**config.mk**
```make
export PLATFORM = sky130hd
export DESIGN_NAME = bounded_ordered_list_engine_core
export DESIGN_NICKNAME = d
export VERILOG_FILES = /design/src/bole_pkg.sv /design/src/bounded_ordered_list_engine_core.sv /design/src/bole_front.sv /design/src/bole_queue.sv /design/src/bole_back.sv
export SDC_FILE = /design/constraint.sdc
export NUM_CORES = 2
export LEC_CHECK = 0
export ABC_AREA = 1
export BUFFER_PORTS_ARGS = -buffer_cell sky130_fd_sc_hd__buf_2
export CORE_MARGIN = 5
export CORE_UTILIZATION = 26
export DETAILED_ROUTE_END_ITERATION = 12
export PLACE_DENSITY = 0.49
export SYNTH_ARGS = -nofsm -noshare
export SYNTH_HDL_FRONTEND = slang
export SYNTH_HIERARCHICAL = 1
export SYNTH_SLANG_ARGS = --single-unit
```
**constraint.sdc**
```tcl
create_clock -name clk -period 6.7 [get_ports clk]
set_input_delay 1.34 -clock clk [delete_from_list [all_inputs] [get_ports clk]]
set_output_delay 1.34 -clock clk [all_outputs]
set_load 0.01 [all_outputs]
```
**src/bole_pkg.sv**
```systemverilog
// Shared types and constants for the bounded ordered list engine.
// Used by the front decoder, the command queue, the back executor and the top level.
// Depends on nothing.
package bole_pkg;

    localparam int CAPACITY    = 16;
    localparam int CNT_W       = $clog2(CAPACITY + 1);
    localparam int IDX_W       = $clog2(CAPACITY);
    localparam int OPC_W       = 3;
    localparam int VALUE_W     = 32;
    localparam int POS_W       = 8;
    localparam int STATUS_W    = 2;
    localparam int COUNT_W     = 5;
    localparam int CMP_W       = ((CNT_W > POS_W) ? CNT_W : POS_W) + 1;
    localparam int QUEUE_DEPTH = 2;
    localparam int QPTR_W      = $clog2(QUEUE_DEPTH);
    localparam int QCNT_W      = $clog2(QUEUE_DEPTH + 1);

    localparam logic [OPC_W-1:0] OPC_INS_FRONT = 3'd0;
    localparam logic [OPC_W-1:0] OPC_APPEND    = 3'd1;
    localparam logic [OPC_W-1:0] OPC_INS_AFTER = 3'd2;
    localparam logic [OPC_W-1:0] OPC_REMOVE    = 3'd3;
    localparam logic [OPC_W-1:0] OPC_SEARCH    = 3'd4;
    localparam logic [OPC_W-1:0] OPC_DUMP      = 3'd5;

    typedef enum logic [STATUS_W-1:0] {
        ST_DONE  = 2'd0,
        ST_FULL  = 2'd1,
        ST_RANGE = 2'd2
    } status_t;

    typedef enum logic [2:0] {
        CMD_INS_FRONT,
        CMD_APPEND,
        CMD_INS_AFTER,
        CMD_REMOVE,
        CMD_SEARCH,
        CMD_DUMP,
        CMD_NOP
    } cmd_kind_t;

    typedef struct packed {
        cmd_kind_t                 kind;
        logic signed [VALUE_W-1:0] value;
        logic [POS_W-1:0]          position;
    } cmd_t;

    typedef struct packed {
        logic valid;
        cmd_t cmd;
    } queue_head_t;

endpackage

```
**src/bounded_ordered_list_engine_core.sv**
```systemverilog
// Top level of the bounded ordered list engine.
// Depends on bole_pkg, bole_front, bole_queue and bole_back.
//
// The slave stream carries one command per transfer: the opcode in tuser, the value
// and the 1-based position in tdata. The master stream returns results; every command
// gives one result, except a dump of a non-empty list, which gives one result per
// entry with tlast on the final one and tuser set while tdata holds an entry.
// A decoder takes commands into a two-entry queue; the executor pulls them one at a
// time and owns the shifting entry store and the result register.
// Insert, append, insert after, remove and unused opcodes finish as the executor pulls
// them from the queue, and their result is registered for the output.
// Search pulls the command and then walks the stored entries one per cycle through a
// single compare (an empty list is answered as the command is pulled); a dump gives
// one result per cycle after the pull while the output is not stalled.
// The input side keeps accepting while the queue has room, even when the output is
// stalled; a stalled result holds in the output register and the executor waits.
// Reset empties the list and the queue; the store itself is not cleared, since only
// entries below the count are ever read, so the block is ready right after reset.
module bounded_ordered_list_engine_core
    import bole_pkg::*;
(
    input  logic             clk,
    input  logic             rst_n,
    input  logic             s_axis_tvalid,
    output logic             s_axis_tready,
    // value [31:0], position [39:32]
    input  logic [39:0]      s_axis_tdata,
    // opcode [2:0]
    input  logic [OPC_W-1:0] s_axis_tuser,
    output logic             m_axis_tvalid,
    input  logic             m_axis_tready,
    // status [1:0], found [2], element [34:3], count [39:35],
    // empty_res [40], full_res [41], zero [47:42]
    output logic [47:0]      m_axis_tdata,
    // element_valid [0]
    output logic             m_axis_tuser,
    output logic             m_axis_tlast
);

    logic        queue_ready;
    logic        push;
    cmd_t        push_cmd;
    logic        pop;
    queue_head_t head;

    bole_front u_front (
        .clk           (clk),
        .rst_n         (rst_n),
        .s_axis_tvalid (s_axis_tvalid),
        .s_axis_tready (s_axis_tready),
        .s_axis_tdata  (s_axis_tdata),
        .s_axis_tuser  (s_axis_tuser),
        .queue_ready   (queue_ready),
        .push          (push),
        .push_cmd      (push_cmd)
    );

    bole_queue u_queue (
        .clk      (clk),
        .rst_n    (rst_n),
        .push     (push),
        .push_cmd (push_cmd),
        .ready    (queue_ready),
        .pop      (pop),
        .head     (head)
    );

    bole_back u_back (
        .clk           (clk),
        .rst_n         (rst_n),
        .head          (head),
        .pop           (pop),
        .m_axis_tvalid (m_axis_tvalid),
        .m_axis_tready (m_axis_tready),
        .m_axis_tdata  (m_axis_tdata),
        .m_axis_tuser  (m_axis_tuser),
        .m_axis_tlast  (m_axis_tlast)
    );

endmodule

```
**src/bole_front.sv**
```systemverilog
// Front end of the list engine: takes input transfers and decodes the opcode.
// Depends on bole_pkg; feeds bole_queue.
module bole_front
    import bole_pkg::*;
(
    input  logic                clk,
    input  logic                rst_n,
    input  logic                s_axis_tvalid,
    output logic                s_axis_tready,
    // value [31:0], position [39:32]
    input  logic [39:0]         s_axis_tdata,
    // opcode [2:0]
    input  logic [OPC_W-1:0]    s_axis_tuser,
    input  logic                queue_ready,
    output logic                push,
    output cmd_t                push_cmd
);

    cmd_kind_t kind;

    always_comb
    begin
        unique case (s_axis_tuser)
            OPC_INS_FRONT: kind = CMD_INS_FRONT;
            OPC_APPEND:    kind = CMD_APPEND;
            OPC_INS_AFTER: kind = CMD_INS_AFTER;
            OPC_REMOVE:    kind = CMD_REMOVE;
            OPC_SEARCH:    kind = CMD_SEARCH;
            OPC_DUMP:      kind = CMD_DUMP;
            default:       kind = CMD_NOP;
        endcase
    end

    assign s_axis_tready     = queue_ready;
    assign push              = s_axis_tvalid && queue_ready;
    assign push_cmd.kind     = kind;
    assign push_cmd.value    = s_axis_tdata[VALUE_W-1:0];
    assign push_cmd.position = s_axis_tdata[VALUE_W+POS_W-1:VALUE_W];

    assert property (@(posedge clk) disable iff (!rst_n)
        push |-> s_axis_tready)
        else $error("Front pushed while the queue was full.");

endmodule

```
**src/bole_queue.sv**
```systemverilog
// Short command queue between the front decoder and the back executor.
// Depends on bole_pkg.
module bole_queue
    import bole_pkg::*;
(
    input  logic        clk,
    input  logic        rst_n,
    input  logic        push,
    input  cmd_t        push_cmd,
    output logic        ready,
    input  logic        pop,
    output queue_head_t head
);

    cmd_t              slot_reg [QUEUE_DEPTH];
    logic [QPTR_W-1:0] wr_ptr_reg;
    logic [QPTR_W-1:0] wr_ptr_next;
    logic [QPTR_W-1:0] rd_ptr_reg;
    logic [QPTR_W-1:0] rd_ptr_next;
    logic [QCNT_W-1:0] fill_reg;
    logic [QCNT_W-1:0] fill_next;

    always_comb
    begin
        wr_ptr_next = wr_ptr_reg;
        rd_ptr_next = rd_ptr_reg;
        fill_next   = fill_reg;
        if (push)
        begin
            wr_ptr_next = (wr_ptr_reg == QPTR_W'(QUEUE_DEPTH - 1)) ? '0 : wr_ptr_reg + 1'b1;
        end
        if (pop)
        begin
            rd_ptr_next = (rd_ptr_reg == QPTR_W'(QUEUE_DEPTH - 1)) ? '0 : rd_ptr_reg + 1'b1;
        end
        if (push && !pop)
        begin
            fill_next = fill_reg + 1'b1;
        end
        else if (pop && !push)
        begin
            fill_next = fill_reg - 1'b1;
        end
    end

    always_ff @(posedge clk or negedge rst_n)
    begin
        if (!rst_n)
        begin
            wr_ptr_reg <= '0;
            rd_ptr_reg <= '0;
            fill_reg   <= '0;
        end
        else
        begin
            wr_ptr_reg <= wr_ptr_next;
            rd_ptr_reg <= rd_ptr_next;
            fill_reg   <= fill_next;
        end
    end

    always_ff @(posedge clk)
    begin
        if (push)
        begin
            slot_reg[wr_ptr_reg] <= push_cmd;
        end
    end

    assign ready      = (fill_reg != QCNT_W'(QUEUE_DEPTH));
    assign head.valid = (fill_reg != '0);
    assign head.cmd   = slot_reg[rd_ptr_reg];

endmodule

```
**src/bole_back.sv**
```systemverilog
// Back end of the list engine: runs queued commands on the shifting entry store
// and drives the registered result channel. Depends on bole_pkg.
module bole_back
    import bole_pkg::*;
(
    input  logic                       clk,
    input  logic                       rst_n,
    input  queue_head_t                head,
    output logic                       pop,
    output logic                       m_axis_tvalid,
    input  logic                       m_axis_tready,
    // status [1:0], found [2], element [34:3], count [39:35],
    // empty_res [40], full_res [41], zero [47:42]
    output logic [47:0]                m_axis_tdata,
    // element_valid [0]
    output logic                       m_axis_tuser,
    output logic                       m_axis_tlast
);

    typedef enum logic [1:0] {
        S_IDLE,
        S_SEARCH,
        S_DUMP
    } state_t;

    state_t                    state_reg;
    state_t                    state_next;
    logic [CNT_W-1:0]          count_reg;
    logic [CNT_W-1:0]          count_next;
    logic [IDX_W-1:0]          idx_reg;
    logic [IDX_W-1:0]          idx_next;
    logic                      hit_reg;
    logic                      hit_next;
    logic signed [VALUE_W-1:0] key_reg;
    logic signed [VALUE_W-1:0] key_next;

    logic                      valid_reg;
    logic                      valid_next;
    status_t                   status_reg;
    status_t                   status_next;
    logic                      found_reg;
    logic                      found_next;
    logic signed [VALUE_W-1:0] element_reg;
    logic signed [VALUE_W-1:0] element_next;
    logic                      ev_reg;
    logic                      ev_next;
    logic                      last_reg;
    logic                      last_next;
    logic [CNT_W-1:0]          rcount_reg;
    logic [CNT_W-1:0]          rcount_next;

    logic signed [VALUE_W-1:0] store_reg [CAPACITY];
    logic signed [VALUE_W-1:0] below [CAPACITY];
    logic signed [VALUE_W-1:0] above [CAPACITY];

    cmd_t                      cmd;
    logic                      out_free;
    logic                      emit;
    logic                      is_full;
    logic [CMP_W-1:0]          p_ext;
    logic [CMP_W-1:0]          n_ext;
    logic [CMP_W-1:0]          ins_wide;
    logic [IDX_W-1:0]          ins_idx;
    logic [IDX_W-1:0]          rem_idx;
    logic                      after_bad;
    logic                      rem_bad;
    logic                      ins_en;
    logic                      rem_en;
    logic                      at_last;
    logic signed [VALUE_W-1:0] cur;

    assign cmd      = head.cmd;
    assign out_free = !valid_reg || m_axis_tready;
    assign is_full  = (count_reg >= CNT_W'(CAPACITY));
    assign p_ext    = CMP_W'(cmd.position);
    assign n_ext    = CMP_W'(count_reg);
    assign cur      = store_reg[idx_reg];
    assign at_last  = ((CNT_W'(idx_reg) + 1'b1) == count_reg);

    always_comb
    begin
        case (cmd.kind)
            CMD_INS_FRONT: ins_wide = '0;
            CMD_APPEND:    ins_wide = n_ext;
            default:
            begin
                if (p_ext <= CMP_W'(1))
                begin
                    ins_wide = (count_reg != '0) ? CMP_W'(1) : '0;
                end
                else
                begin
                    ins_wide = p_ext;
                end
            end
        endcase
        if (ins_wide > n_ext)
        begin
            ins_wide = n_ext;
        end
    end

    assign ins_idx   = IDX_W'(ins_wide);
    assign rem_idx   = IDX_W'(p_ext - 1'b1);
    assign after_bad = (p_ext > n_ext + 1'b1);
    assign rem_bad   = (p_ext == '0) || (p_ext > n_ext);

    always_comb
    begin
        state_next   = state_reg;
        count_next   = count_reg;
        idx_next     = idx_reg;
        hit_next     = hit_reg;
        key_next     = key_reg;
        valid_next   = valid_reg && !m_axis_tready;
        status_next  = status_reg;
        found_next   = found_reg;
        element_next = element_reg;
        ev_next      = ev_reg;
        last_next    = last_reg;
        pop          = 1'b0;
        emit         = 1'b0;
        ins_en       = 1'b0;
        rem_en       = 1'b0;
        unique case (state_reg)
            S_IDLE:
            begin
                if (head.valid && out_free)
                begin
                    pop          = 1'b1;
                    status_next  = ST_DONE;
                    found_next   = 1'b0;
                    element_next = '0;
                    ev_next      = 1'b0;
                    last_next    = 1'b1;
                    unique case (cmd.kind) inside
                        CMD_INS_FRONT, CMD_APPEND, CMD_INS_AFTER:
                        begin
                            emit = 1'b1;
                            if (is_full)
                            begin
                                status_next = ST_FULL;
                            end
                            else if (cmd.kind == CMD_INS_AFTER && after_bad)
                            begin
                                status_next = ST_RANGE;
                            end
                            else
                            begin
                                ins_en     = 1'b1;
                                count_next = count_reg + 1'b1;
                            end
                        end
                        CMD_REMOVE:
                        begin
                            emit = 1'b1;
                            if (rem_bad)
                            begin
                                status_next = ST_RANGE;
                            end
                            else
                            begin
                                rem_en     = 1'b1;
                                count_next = count_reg - 1'b1;
                            end
                        end
                        CMD_SEARCH:
                        begin
                            if (count_reg == '0)
                            begin
                                emit = 1'b1;
                            end
                            else
                            begin
                                key_next   = cmd.value;
                                idx_next   = '0;
                                hit_next   = 1'b0;
                                state_next = S_SEARCH;
                            end
                        end
                        CMD_DUMP:
                        begin
                            if (count_reg == '0)
                            begin
                                emit = 1'b1;
                            end
                            else
                            begin
                                idx_next   = '0;
                                state_next = S_DUMP;
                            end
                        end
                        default:
                        begin
                            emit = 1'b1;
                        end
                    endcase
                end
            end
            S_SEARCH:
            begin
                if (!at_last)
                begin
                    hit_next = hit_reg || (cur == key_reg);
                    idx_next = idx_reg + 1'b1;
                end
                else if (out_free)
                begin
                    emit         = 1'b1;
                    status_next  = ST_DONE;
                    found_next   = hit_reg || (cur == key_reg);
                    element_next = '0;
                    ev_next      = 1'b0;
                    last_next    = 1'b1;
                    state_next   = S_IDLE;
                end
            end
            S_DUMP:
            begin
                if (out_free)
                begin
                    emit         = 1'b1;
                    status_next  = ST_DONE;
                    found_next   = 1'b0;
                    element_next = cur;
                    ev_next      = 1'b1;
                    last_next    = at_last;
                    idx_next     = idx_reg + 1'b1;
                    if (at_last)
                    begin
                        state_next = S_IDLE;
                    end
                end
            end
            default:
            begin
                state_next = S_IDLE;
            end
        endcase
        if (emit)
        begin
            valid_next = 1'b1;
        end
        rcount_next = emit ? count_next : rcount_reg;
    end

    always_ff @(posedge clk or negedge rst_n)
    begin
        if (!rst_n)
        begin
            state_reg   <= S_IDLE;
            count_reg   <= '0;
            idx_reg     <= '0;
            hit_reg     <= 1'b0;
            key_reg     <= '0;
            valid_reg   <= 1'b0;
            status_reg  <= ST_DONE;
            found_reg   <= 1'b0;
            element_reg <= '0;
            ev_reg      <= 1'b0;
            last_reg    <= 1'b0;
            rcount_reg  <= '0;
        end
        else
        begin
            state_reg   <= state_next;
            count_reg   <= count_next;
            idx_reg     <= idx_next;
            hit_reg     <= hit_next;
            key_reg     <= key_next;
            valid_reg   <= valid_next;
            status_reg  <= status_next;
            found_reg   <= found_next;
            element_reg <= element_next;
            ev_reg      <= ev_next;
            last_reg    <= last_next;
            rcount_reg  <= rcount_next;
        end
    end

    for (genvar i = 0; i < CAPACITY; i++)
    begin : g_cell
        if (i == 0)
        begin : g_head
            assign below[i] = '0;
        end
        else
        begin : g_below
            assign below[i] = store_reg[i-1];
        end
        if (i == CAPACITY - 1)
        begin : g_tail
            assign above[i] = store_reg[i];
        end
        else
        begin : g_above
            assign above[i] = store_reg[i+1];
        end

        always_ff @(posedge clk)
        begin
            if (ins_en)
            begin
                if (IDX_W'(i) == ins_idx)
                begin
                    store_reg[i] <= cmd.value;
                end
                else if (IDX_W'(i) > ins_idx)
                begin
                    store_reg[i] <= below[i];
                end
            end
            else if (rem_en && IDX_W'(i) >= rem_idx)
            begin
                store_reg[i] <= above[i];
            end
        end
    end

    assign m_axis_tvalid = valid_reg;
    assign m_axis_tuser  = ev_reg;
    assign m_axis_tlast  = last_reg;
    assign m_axis_tdata  = {6'b0,
                            (rcount_reg == CNT_W'(CAPACITY)),
                            (rcount_reg == '0),
                            COUNT_W'(rcount_reg),
                            element_reg,
                            found_reg,
                            status_reg};

    assert property (@(posedge clk) disable iff (!rst_n)
        count_reg <= CNT_W'(CAPACITY))
        else $error("Entry count went beyond the capacity.");

    assert property (@(posedge clk) disable iff (!rst_n)
        (state_reg != S_IDLE) |-> (count_reg != '0))
        else $error("Walk started over an empty list.");

    assert property (@(posedge clk) disable iff (!rst_n)
        pop |-> (state_reg == S_IDLE && head.valid))
        else $error("Command taken from the queue outside the idle state.");

    assert property (@(posedge clk) disable iff (!rst_n)
        (ins_en || rem_en) |=> (valid_reg && last_reg && !ev_reg))
        else $error("List update gave no single closing result.");

endmodule

```
Word level (Yosys, flattened, before mapping) --
Memory sizes are Yosys's and may differ from the RTL's. Cells that the tools add are included.
Storage, ports and cells: register bits 91, output and inout port bits 52, memory bits (writable) 598, memories kept 2, input port bits 47
Memories:
- u_back.store_reg | words 16, width 32, read ports 17, clocked after memory_dff 0, write ports 16, line bole_back.sv:52 | logic signed [VALUE_W-1:0] store_reg [CAPACITY];
- u_queue.slot_reg | words 2, width 43, read ports 1, clocked after memory_dff 0, write ports 1, line bole_queue.sv:15 | cmd_t slot_reg [QUEUE_DEPTH];
Operators by class: muxes and demuxes 272, add/subtract/negate cells 10, bitwise logic cells 33, reduce and logical (&&, ||, !) cells 49, eq/ne operators 43, magnitude comparators 37
Operators by type and width (count):
- $mux 32 | 36
- $mux 1 | 195
- $pmux 32 s3 | 1
- $eq 32x32->1 | 1
- $eq 4x4->1 const A | 8
- $ge 4x4->1 const A | 8
- $gt 4x4->1 const A | 8
- $or 1x1->1 | 32
- $mux 2 | 15
- $mux 5 | 5
- $mux 4 | 6
- $logic_and 1x1->1 | 22
- $pmux 3 s6 | 1
- $eq 3x4->1 const A | 4
- $ge 3x4->1 const A | 4
- $gt 3x4->1 const A | 4
- $gt 8x5->1 | 2
- $pmux 8 s2 | 1
- $eq 3x2->1 const B | 4
- $eq 3x3->1 const B | 4
- $ne 2x1->1 const B | 6
- $pmux 1 s3 | 4
- $pmux 2 s3 | 2
- $pmux 4 s3 | 1
- other kinds (48) | 70

Longest topological paths before layout --
depth after elaboration 13, gate-level depth with buffers 28, gate-level depth less buffers 24

Hierarchy --
The synthesis kept the hierarchy.
By module, submodules not included:
- bole_back | seq. area each 17551.8 µm², times used 1, cells each 5084, area an instance 37307.0 µm²
- bole_queue | seq. area each 2682.6 µm², times used 1, cells each 159, area an instance 3510.9 µm²
- bole_front | seq. area each 0.0 µm², times used 1, cells each 47, area an instance 335.3 µm²

Least setup slack after synthesis --
Ideal clock, no wire load.
path type register to register, from register u_queue.rd_ptr_reg, to memory u_back.store_reg[0][0], enable pin, data arrival time 5690 ps, clock period less this slack 6156 ps, stages on the path, launching flop included 21, setup slack 544 ps, cell sequence dfrtp_1 buf_6 buf_12 mux2_4 inv_1 ha_1 nor2_1 nor2_1 nand2_1 a31oi_1 inv_1 ha_1 nand2_1 o311ai_2 nand3_1 nand2_1 inv_4 nor2_8 nand2_2 clkbuf_1 o21ai_0
RTL lines:
- start: declaration | line bole_queue.sv:18 | logic [QPTR_W-1:0] rd_ptr_reg;
- start signal: assignment | line bole_queue.sv:57 | rd_ptr_reg <= rd_ptr_next;
- end: declaration | line bole_back.sv:52

==> results.sh <==
export IMPL_status="finished clean"
export IMPL_cp_data_required_time_ns=7.10
export IMPL_crit_type="flip-flop to flip-flop"
export IMPL_place_ws_ns=1.00
export IMPL_rsz0062_at_grt="no"
export IMPL_r2r_end="u_back/store_reg[2][29]"
export IMPL_vias_per_cell=5.06
export IMPL_routed_wl_um=161000
export IMPL_gr_usage_all_layers_pct=18.6
export IMPL_grt_pass1_wl_um=236000
export IMPL_finish_utilization_pct=29.1
export IMPL_area_delta_synth_final_pct=11.6
export IMPL_dieWidth_um=408
export IMPL_gp_congestion=0.883
export IMPL_cts_setup_buffers=0
export IMPL_nNetsFinal=5234
export IMPL_cts_buffer_depth=3
export IMPL_largest_reg_flops=512
export IMPL_fin_crit_sh_pct=85.6
export IMPL_final_cell_mix="nand2_1 (2160), edfxtp_1 (598), nand3_1 (509), inv_1 (292)"
export IMPL_crit_end="u_back/store_reg[2][29]"
export IMPL_startpoint="u_queue/rd_ptr_reg"
export IMPL_p_leak_nw=19.3
export IMPL_synth_seq_area_share_pct=49.2
export IMPL_setup_viol=0
export IMPL_drv_cap=0
export IMPL_regToRegSetupSlack_ns=0.96
export IMPL_async_flop_share_pct=13.2
export IMPL_synth_top_flop_cell="edfxtp_1"
export IMPL_max_slew_margin_pct=30.9
export IMPL_antenna_left=0
export IMPL_pin_count=99
export IMPL_r2r_start="u_queue/rd_ptr_reg"
export IMPL_worst_pin_slew_ns=1.04
export IMPL_hold_buffers=0
export IMPL_ys_ff_latch=689
export IMPL_max_freq_mhz=174
export IMPL_r2r_cells=20
export IMPL_post_route_min_period_ns=5.74
export IMPL_cp_max_fo=35
export IMPL_core_area_sq_um=158000
export IMPL_portBuffers=92
export IMPL_start_kind="flip-flop"
export IMPL_antenna_found_initial=14
export IMPL_max_stage_delay_ns=0.76
export IMPL_drcViolationCount=0
export IMPL_cts_clk_slew_worst_paths_ns=0.06
export IMPL_drv_slew=0
export IMPL_row_count=146
export IMPL_cp_cell_sequence="buf_4, mux2_4, nor2_1, nand2_1, nor2_1, nand2_1, a31oi_1, inv_1, ha_1, nand2_1, o311ai_2, nand3_1, nand2_1, inv_4, nor2_8, nand2_2, inv_2, nand2_1, nand3_1, nand2_1"
export IMPL_worstSkewPairLatency_ns=0.68
export IMPL_dr_pass1_iters=6
export IMPL_synth_cell_types=49
export IMPL_hpwl_um=110000
export IMPL_dpl_cell_area_sq_um=43200
export IMPL_design_area_sq_um=45900
export IMPL_cp_end_kind="flip-flop"
export IMPL_clock_sinks=689
export IMPL_drive_gt1_share_pct=8.47
export IMPL_drt_wirelength_per_cell_um=22.1
export IMPL_root_buffer="clkbuf_16"
export IMPL_critPathArrivalTime_ns=6.13
export IMPL_dieArea_sq_um=166000
export IMPL_htreeDepth=3
export IMPL_fin_tns_setup_ns=0
export IMPL_start_util_pct=26.1
export IMPL_pwr_density_cell_nw_per_um2=436
export IMPL_slowest_stage="inv_2"
export IMPL_synth_area_per_cell_sq_um=7.78
export IMPL_cts_resized_gates=0
export IMPL_netlist_area_sq_um=41200
export IMPL_grt_max_degree=157
export IMPL_fin_worst_skew_ns=0.0340
export IMPL_mostFrequentLayoutCell="nand2_1"
export IMPL_drt_iter0_markers=4655
export IMPL_overflow=0
export IMPL_crit_path_frequent_cell="nand2_1"
export IMPL_fin_ws_ns=0.964
export IMPL_cts_tree="yes"
export IMPL_irDropWorstVdd_mv=0.399
export IMPL_first_global_vias=33600
export IMPL_numCtsBuffers=87
export IMPL_vias=37000
export IMPL_finalPower_mw=20.0
export IMPL_synth_edf_count=598
export IMPL_yosysWarnings=6
export IMPL_die_y_um=408
export IMPL_synth_cells=5290
export IMPL_worstHoldPathType="flip-flop to flip-flop"
export IMPL_hold_violations=0
==> critical path, delay by kind of cell, from the launching register on <==
family | cells | cell delay (ns)
AO/OA/AOI/OAI | 2 | 0.69
adder cells (fa/ha/maj) | 1 | 0.28
buffers and inverters | 4 | 1.25
flip-flops | 1 | 0.54
multiplexers | 1 | 0.33
AND/OR/NAND/NOR | 12 | 2.35
==> area by class of cell <==
type / instances / area (sq um)
Antenna cell: 3 / 7.51
Clock buffer: 126 / 2440
Clock inverter: 32 / 255
Fill cell: 17100 / 112000
Inverter: 331 / 1250
Multi-Input combinational cell: 3871 / 17900
Sequential cell: 689 / 20200
Tap cell: 2072 / 2590
Timing Repair Buffer: 179 / 1230
==> report_power, final <==
group / switching (mW) / internal [mW]
logic: 6.47 / 2.38
clock network: 1.93 / 2.63
registers: 0.560 / 6.04
==> synth_stat cells, types with 4 or more instances <==
master / number / area, sq um
nand4_1: 37 / 231
dfrtp_1: 91 / 2280
buf_6: 4 / 45.0
o21ai_1: 156 / 781
mux2_2: 4 / 45.0
edfxtp_1: 598 / 18000
o22ai_1: 5 / 31.3
mux2_4: 39 / 586
nand2_1: 2165 / 8130
nor3_1: 5 / 25.0
buf_4: 57 / 428
nand3b_1: 106 / 796
nor2_2: 9 / 56.3
or2_2: 19 / 119
inv_1: 297 / 1110
clkbuf_1: 224 / 841
inv_2: 28 / 105
o211ai_1: 92 / 691
o21ai_0: 258 / 1290
o31ai_1: 4 / 30.0
nand2_2: 10 / 62.6
clkinv_1: 5 / 18.8
buf_12: 4 / 80.1
buf_2: 86 / 430
xor2_1: 8 / 70.1
a21oi_1: 99 / 495
ha_1: 28 / 350
buf_1: 29 / 109
nand3_1: 512 / 2560
a22oi_1: 26 / 195
nor2_1: 260 / 976
==> layer usage <==
layer | global-route usage [%] | vias to the layer above | share of wire (%)
met5 | 0 | - | 0.052
met4 | 4.81 | 16 | 2.5
met3 | 3.28 | 214 | 9.8
met2 | 27.3 | 1868 | 42
met1 | 28.0 | 17700 | 46
li1 | - | 17200 | -
==> metrics by stage <==
stage	hold WS, ns	cells
3_3_place_gp	0.460	7142
2_1_floorplan	0.449	5295
6_report	0.471	7303
5_1_grt	0.486	7300
4_1_cts	0.477	7300
3_5_place_dp	0.462	7142
==> worst min path at each step <==
stage,startpoint,endpoint,slack [ns],cells past startpoint
after global placement,u_back/element_reg[2],u_back/element_reg[2],0.46,2
after floorplan,u_back/hit_reg,u_back/hit_reg,0.45,2
final,u_back/element_reg[3],u_back/element_reg[3],0.47,2
after global routing,u_back/element_reg[10],u_back/element_reg[10],0.49,2
after detailed placement,u_back/element_reg[10],u_back/element_reg[10],0.46,2
after CTS,u_back/element_reg[10],u_back/element_reg[10],0.48,2
==> cell families (layout without fill, tap and decap cells) <==
kind of cell    count (synthesis)  after routing  synth area share (%)
flops                         689            689                  49.2
buf+inv                       735            668                  7.72
xor+xnor                       10             10                 0.213
other cells                     1              9               0.00911
mux                            43             43                  1.53
compound gates                651            651                  8.78
fa+ha+maj                      28             28                 0.851
simple gates                 3133           3133                  31.7
Note: power is estimated with default switching activity, not from simulation.
